<file path="config.mk">
export PLATFORM = sky130hd
export DESIGN_NAME = brd_cell
export DESIGN_NICKNAME = d
export VERILOG_FILES = /design/src/hw/rtl/brd_pkg.sv /design/src/hw/rtl/brd_cell.sv
export SDC_FILE = /design/constraint.sdc
export NUM_CORES = 1
export LEC_CHECK = 0
export BUFFER_PORTS_ARGS = -buffer_cell sky130_fd_sc_hd__buf_2
export CORE_MARGIN = 8
export CORE_UTILIZATION = 58
export CTS_CLUSTER_DIAMETER = 80
export DETAILED_ROUTE_END_ITERATION = 12
export HOLD_SLACK_MARGIN = 0.1
export PLACE_DENSITY = 0.81
export SLEW_MARGIN = 20
export SYNTH_ARGS = -nofsm -noshare
export SYNTH_HDL_FRONTEND = slang
export SYNTH_SLANG_ARGS = --single-unit
</file>
<file path="constraint.sdc">
create_clock -name clk -period 7.5 [get_ports clk]
set_input_delay 0.375 -clock clk [delete_from_list [all_inputs] [get_ports clk]]
set_output_delay 0.375 -clock clk [all_outputs]
set_load 0.1 [all_outputs]
</file>
<file path="src/hw/rtl/brd_pkg.sv">
package brd_pkg;

  localparam int MAX_BOXES_DEF   = 16;
  localparam int COORD_WIDTH_DEF = 32;
  localparam int FIELD_W         = 32;
  localparam int HALF_W          = 31;
  localparam int EVENT_CAP       = 16;
  localparam int EVCNT_W         = $clog2(EVENT_CAP + 1);

  typedef enum logic [1:0] {
    ACT_LOAD   = 2'd0,
    ACT_SAMPLE = 2'd1,
    ACT_VIS    = 2'd2
  } action_t;

  typedef enum logic [1:0] {
    EV_ENTER = 2'd0,
    EV_EXIT  = 2'd1,
    EV_DONE  = 2'd2
  } event_kind_t;

  // Per-cell control from the sweep controller.
  typedef struct packed {
    logic load;
    logic vis_we;
    logic vis_val;
    logic shift;
    logic clear;
  } brd_cell_ctl_t;

  // Event proposed by the cell that holds the sweep token.
  typedef struct packed {
    logic       valid;
    logic [1:0] kind;
  } brd_cell_ev_t;

endpackage

</file>
<file path="src/hw/rtl/brd_cell.sv">
module brd_cell
  import brd_pkg::*;
#(
  parameter int COORD_WIDTH = COORD_WIDTH_DEF
) (
  input  logic                          clk,
  input  logic                          rst,
  input  brd_cell_ctl_t                 ctl,
  input  logic signed [COORD_WIDTH-1:0] ld_cx,
  input  logic signed [COORD_WIDTH-1:0] ld_cy,
  input  logic signed [COORD_WIDTH-1:0] ld_cz,
  input  logic [HALF_W-1:0]             ld_hx,
  input  logic [HALF_W-1:0]             ld_hy,
  input  logic [HALF_W-1:0]             ld_hz,
  input  logic                          ld_once,
  input  logic                          ld_enter,
  input  logic                          ld_exit,
  input  logic                          tok_in,
  input  logic signed [COORD_WIDTH-1:0] px_in,
  input  logic signed [COORD_WIDTH-1:0] py_in,
  input  logic signed [COORD_WIDTH-1:0] pz_in,
  output logic                          tok,
  output logic signed [COORD_WIDTH-1:0] px,
  output logic signed [COORD_WIDTH-1:0] py,
  output logic signed [COORD_WIDTH-1:0] pz,
  output brd_cell_ev_t                  ev
);

  localparam int CMP_W = ((COORD_WIDTH > FIELD_W) ? COORD_WIDTH : FIELD_W) + 1;

  logic signed [COORD_WIDTH-1:0] cx, cy, cz;
  logic [HALF_W-1:0]             hx, hy, hz;
  logic visible, in_box, triggered, once, enter_en, exit_en;
  logic now_in, act;
  logic in_box_next, triggered_next;

  function automatic logic axis_in(input logic signed [COORD_WIDTH-1:0] p,
                                   input logic signed [COORD_WIDTH-1:0] c,
                                   input logic [HALF_W-1:0] h);
    logic signed [CMP_W-1:0] pe, ce, he, lo, hi;
    pe = CMP_W'(p);
    ce = CMP_W'(c);
    he = signed'(CMP_W'(h));
    lo = ce - he;
    hi = ce + he;
    return (pe >= lo) && (pe <= hi);
  endfunction

  always_comb begin
    now_in = axis_in(px, cx, hx) && axis_in(py, cy, hy) && axis_in(pz, cz, hz);
    act = tok && visible;
    in_box_next = in_box;
    triggered_next = triggered;
    ev = '0;
    if (now_in) begin
      if (!in_box && (!once || !triggered)) begin
        ev.valid = act && enter_en;
        ev.kind = EV_ENTER;
        if (once) begin
          triggered_next = 1'b1;
        end
      end
      in_box_next = 1'b1;
    end else begin
      ev.valid = act && in_box && exit_en;
      ev.kind = EV_EXIT;
      in_box_next = 1'b0;
      if (!once) begin
        triggered_next = 1'b0;
      end
    end
  end

  // Token and probe travel one cell per shift; the box table entry stays put.
  always_ff @(posedge clk) begin
    if (rst) begin
      tok <= 1'b0;
    end else if (ctl.clear) begin
      tok <= 1'b0;
    end else if (ctl.shift) begin
      tok <= tok_in;
    end
  end

  always_ff @(posedge clk) begin
    if (ctl.shift) begin
      px <= px_in;
      py <= py_in;
      pz <= pz_in;
    end
    if (ctl.load) begin
      cx <= ld_cx;
      cy <= ld_cy;
      cz <= ld_cz;
      hx <= ld_hx;
      hy <= ld_hy;
      hz <= ld_hz;
      visible <= 1'b1;
      in_box <= 1'b0;
      triggered <= 1'b0;
      once <= ld_once;
      enter_en <= ld_enter;
      exit_en <= ld_exit;
    end else if (ctl.vis_we) begin
      visible <= ctl.vis_val;
    end else if (ctl.shift && act) begin
      in_box <= in_box_next;
      triggered <= triggered_next;
    end
  end

endmodule

</file>
# After elaboration in Yosys (flattened, before gate mapping)
# Cells that the tools add are included.
dict set report totals {
  ff_bits 292
  input_bits 296
  out_inout_bits 100
  word_cells 57
}
dict set report classes {
  add_sub_neg 6
  order_cmp 6
  n_eq_ne 3
  muxes 7
  n_bitwise 1
  n_reduce_logical 18
}
# operator count
set op_table {}
lappend op_table {{adder 32 x 32 -> 33 bit} 3}
lappend op_table {{greater-or-equal comparator 32 x 33 -> 1 bit} 3}
lappend op_table {{less-or-equal comparator 32 x 33 -> 1 bit} 3}
lappend op_table {{subtractor 32 x 32 -> 33 bit} 3}
lappend op_table {{logical AND 1 bit} 11}
lappend op_table {{two-way mux 3 bit} 2}
lappend op_table {{two-way mux 1 bit} 5}
lappend op_table {{AND reduction 5 bit} 1}
lappend op_table {{!= test 2 x 1 -> 1 bit (second input constant)} 2}
lappend op_table {{logical NOT 1 bit} 3}
lappend op_table {{!= test 2 bit (second input constant)} 1}
lappend op_table {{AND reduction 2 bit} 1}
lappend op_table {{OR reduction 2 bit} 1}
lappend op_table {{logical OR 1 bit} 1}
lappend op_table {{inverter 1 bit} 1}

# Depth between registers and ports, before layout
dict set report depth {
  depth_word 7
  depth_mapped 27
  depth_no_buf 27
}

# Worst setup path before layout
# OpenSTA, ideal clock, no wires.
dict set report synth_path {
  kind {flip-flop to output port}
  start {register cz[6]}
  end {output port ev[2] (netlist bit)}
  arrival_time_ns 6.587
  t_required_ns 7.125
  setup_slack_ns 0.538
  stages_incl_launch_ff 26
  n_path_buf 1
  cell_sequence {edfxtp_1 -> ha_1 -> clkbuf_1 -> or4_1 -> o2bb2a_1 -> o31a_1 -> o211ai_2 -> o22ai_1 -> o221a_2 -> o41ai_2 -> a221o_1 -> a21oi_1 -> o21bai_1 -> xnor2_1 -> ha_1 -> a21o_1 -> a21o_1 -> a21oi_1 -> o21ai_1 -> nand4_1 -> o2111ai_1 -> o21ai_0 -> or4b_1 -> nor3_1 -> nand4b_1 -> a21oi_1}
}
# element line
set synth_rtl {}
lappend synth_rtl {{from (decl)} brd_cell.sv:31} ;# logic signed [COORD_WIDTH-1:0] cx, cy, cz;
lappend synth_rtl {{from (signal assigned)} brd_cell.sv:94} ;# cz <= ld_cz;
lappend synth_rtl {{to (decl)} brd_cell.sv:26} ;# output brd_cell_ev_t ev

==> results.md <==
- Area leader, netlist: edfxtp_1
- Final Max Slew Viols: 0
- Syn_area_per_cell: 10.25 sq um
- Hold Path Class: in -> reg
- Vias in the first global route: 20.89k
- Post-route ant nets: 0
- GR Overflow Total: 0
- Root buffer cell: clkbuf_16
- DR iter-0 viols: approximately 1.3k
- Synth cell types: 80
- First-pass DRT Iterations: 6
- Global-route wire length before repair: 107.4 mm
- Synth Flop Type: edfxtp_1
- Crit path kind: reg -> out
- Fin. Hold Viols: 0
- Initial Util: 58.21%
- Die Span Y: 212.0 um
- Layout area overhead: 29.43%
- CTS Buffer Depth: 3
- Vias: 19.75k
- Power Density: 226.6 mW/mm^2
- Worst-Skew Late Latency: around 550 ps
- Vias per std cell: a little under 6
- Max_slew headroom: about 27%
- Layout cell share with drive strength beyond 1: 16.68%
- Post-synth EDFFs: 288
- Total negative setup slack: 0 ps
- Synth top area share: 38.81%
- CTS buffer count: 34
- Critical Path Start Type: flip-flop
- DIE WIDTH: approximately 210 um
- Nets: 3535
- Die area: 0.04495 sq mm
- Total core area: 0.03829 sq mm
- Dpl cells: just over 3k
- Seq/Total Area, Yosys: 39.16%
- Arr. time, crit path: 6660 ps
- Total power: 6.536 mW
- FILL cells: 2465
- CP Max Fanout: 8
- # setup viols final: 0
- Worst path slowest cell: or4_1
- CP max stage delay: 550 ps
- Area of the mapped netlist: 0.02229 sq mm
- Post-DP Area: 0.02473 sq mm
- Port bufs: 394
- Critical Path End Type: output pin
- Overall Global Routing Usage: 29.96%
- TritonCTS Sinks: 292
- Clk slew on worst S/H paths: 60 ps
- FFs w/ async S/R, synth: 0%
- Top cells by area, synth: edfxtp_1 (39%), ha_1 (22%), xnor2_1 (5.5%), a21oi_1 (4.6%), inv_1 (3.2%)
- RD Place Congestion: between 0.9 and 1
- Largest net degree at the start of global routing: 79
- Tcrit/Tclk final: 93.84%
- Drt total wl: 69.23 mm
- Maxcap violations: 0
- Peak Freq: about 140 MHz
- Mapped Cells: around 2.2k
- Skew final: 22.49 ps
- Cell Count, Final, Fillers Out: 3391
- Max IR drop VDD: 219.5 uV
- Synth Register Bits: 292
- CTS tree: built
- Fin area: 0.02885 sq mm
- Leak: 13.03 nW
- Wire length per cell: 20.42 um
- Final Critical Period: between 7000 and 8000 ps
- # IOs: 396
- Outcome: completed
- Core Rows: 72
- CP most frequent cell: a21oi_1
- DRC viols: 0
- Worst slew pin tran: around 1100 ps
- Critical Path RT: 7120 ps
- Final HPWL DP: 47.78 mm
- Syn Nets: 2861
- H-tree Lvls: 2
- Initial antenna violation count: 1
- Number of warnings issued by yosys: 0
[area by class of cell]
class | count | area [sq um] | share of cell area, %
Timing Repair Buffer | 693 | 4965 | 17.21
Clock inverter | 17 | 255.2 | 0.8849
Clock buffer | 41 | 887.1 | 3.075
Inverter | 202 | 758.2 | 2.629
Antenna cell | 2 | 5.005 | 0.01735
Sequential cell | 292 | 8728 | 30.26
Tap cell | 518 | 648.1 | 2.247
Multi-Input combinational cell | 1626 | 12600 | 43.68
[sequential cells by signal (all words and copies together), names as in the netlist]
register / flops
py: 32
cx: 32
cz: 32
pz: 32
hy: 31
visible: 1
px: 32
in_box: 1
exit_en: 1
hx: 31
triggered: 1
enter_en: 1
once: 1
hz: 31
tok: 1
cy: 32
[cells in the final DEF (no fill, tap or decap), types with 65 or more instances in the layout]
| master | instances |
|---|---|
| a21o_1 | 88 |
| a21oi_1 | 204 |
| buf_2 | 391 |
| dlygate4sd3_1 | 292 |
| edfxtp_1 | 288 |
| ha_1 | 383 |
| inv_1 | 192 |
| nand2_1 | 70 |
| nor2_1 | 154 |
| o21ai_0 | 65 |
| xnor2_1 | 140 |
[cells in the mapped netlist, drive strengths merged (14+ instances only)]
| cell type | instances |
|---|---|
| a211oi | 21 |
| a21o | 88 |
| a21oi | 205 |
| a31oi | 19 |
| clkbuf | 50 |
| edfxtp | 288 |
| ha | 384 |
| inv | 200 |
| nand2 | 70 |
| nand2b | 37 |
| nand3 | 21 |
| nand4 | 45 |
| nor2 | 154 |
| nor2b | 36 |
| nor3 | 39 |
| nor4 | 18 |
| o21a | 14 |
| o21ai | 93 |
| o21bai | 39 |
| o31ai | 15 |
| xnor2 | 140 |
| xor2 | 27 |
[worst max-delay path, delay by kind of cell (launching register included)]
kind	cells	cell delay, ps
AOI/OAI and AO/OA	16	2990
and+or+nand+nor	5	1410
DFF	1	410
xor gates and xnor gates	1	130
buffers and inverters	2	470
adders and majority gates	2	690
[routing by layer]
metal  track usage (%)  vias to the layer above  part of all wire [%]
li1                  -                     9318                     -
met1             33.35                     9355                    38
met2             54.76                      867                    50
met3             5.498                      212                   7.0
met4             14.07                        0                   4.8
met5                 0                        -                     0
[where the power goes]
group	internal, mW	switching (mW)	total [mW]
registers	1.94	0.120	2.07
clock network	1.03	0.729	1.76
logic	1.10	1.61	2.71
total	4.08	2.46	6.54
[repair_timing]
action / 4_1_cts / 5_1_grt
endpoints found under the setup margin: 0 / 1
hold buffers: 292 / 0
setup buffers: 0 / 3
resized for setup: 0 / 6
endpoints found under the hold margin: 290 / 0
[final timing paths]
kind	endpoint	slack [ps]	cells after the start	start
worst min register to register	triggered	540	2	triggered
worst min-delay path	pz[6]	260	1	ctl[1]
worst max register to register	triggered	1570	25	cz[6]
worst max-delay path	ev[2]	460	26	cz[6]
[through the flow]
step	hold WS, ps	setup slack [ps]	util, %
global placement	471.5	1097	64.58
detailed placement	492.9	1017	64.58
CTS	231.7	390.9	75.20
floorplan	447.4	538.0	-
finish	263.3	461.7	75.34
global route	250.8	-12.10	75.33
[cell families after synthesis]
| logic type | after synthesis | synth area share, % |
|---|---|---|
| compound gates | 589 | 16.96 |
| buf+inv | 257 | 4.396 |
| flops | 292 | 39.16 |
| mux | 3 | 0.1347 |
| other cells | 1 | 0.01683 |
| xor+xnor | 167 | 6.563 |
| fa+ha+maj | 390 | 22.10 |
| simple gates | 476 | 10.67 |
No activity file was read; power rests on OpenSTA's default activity.
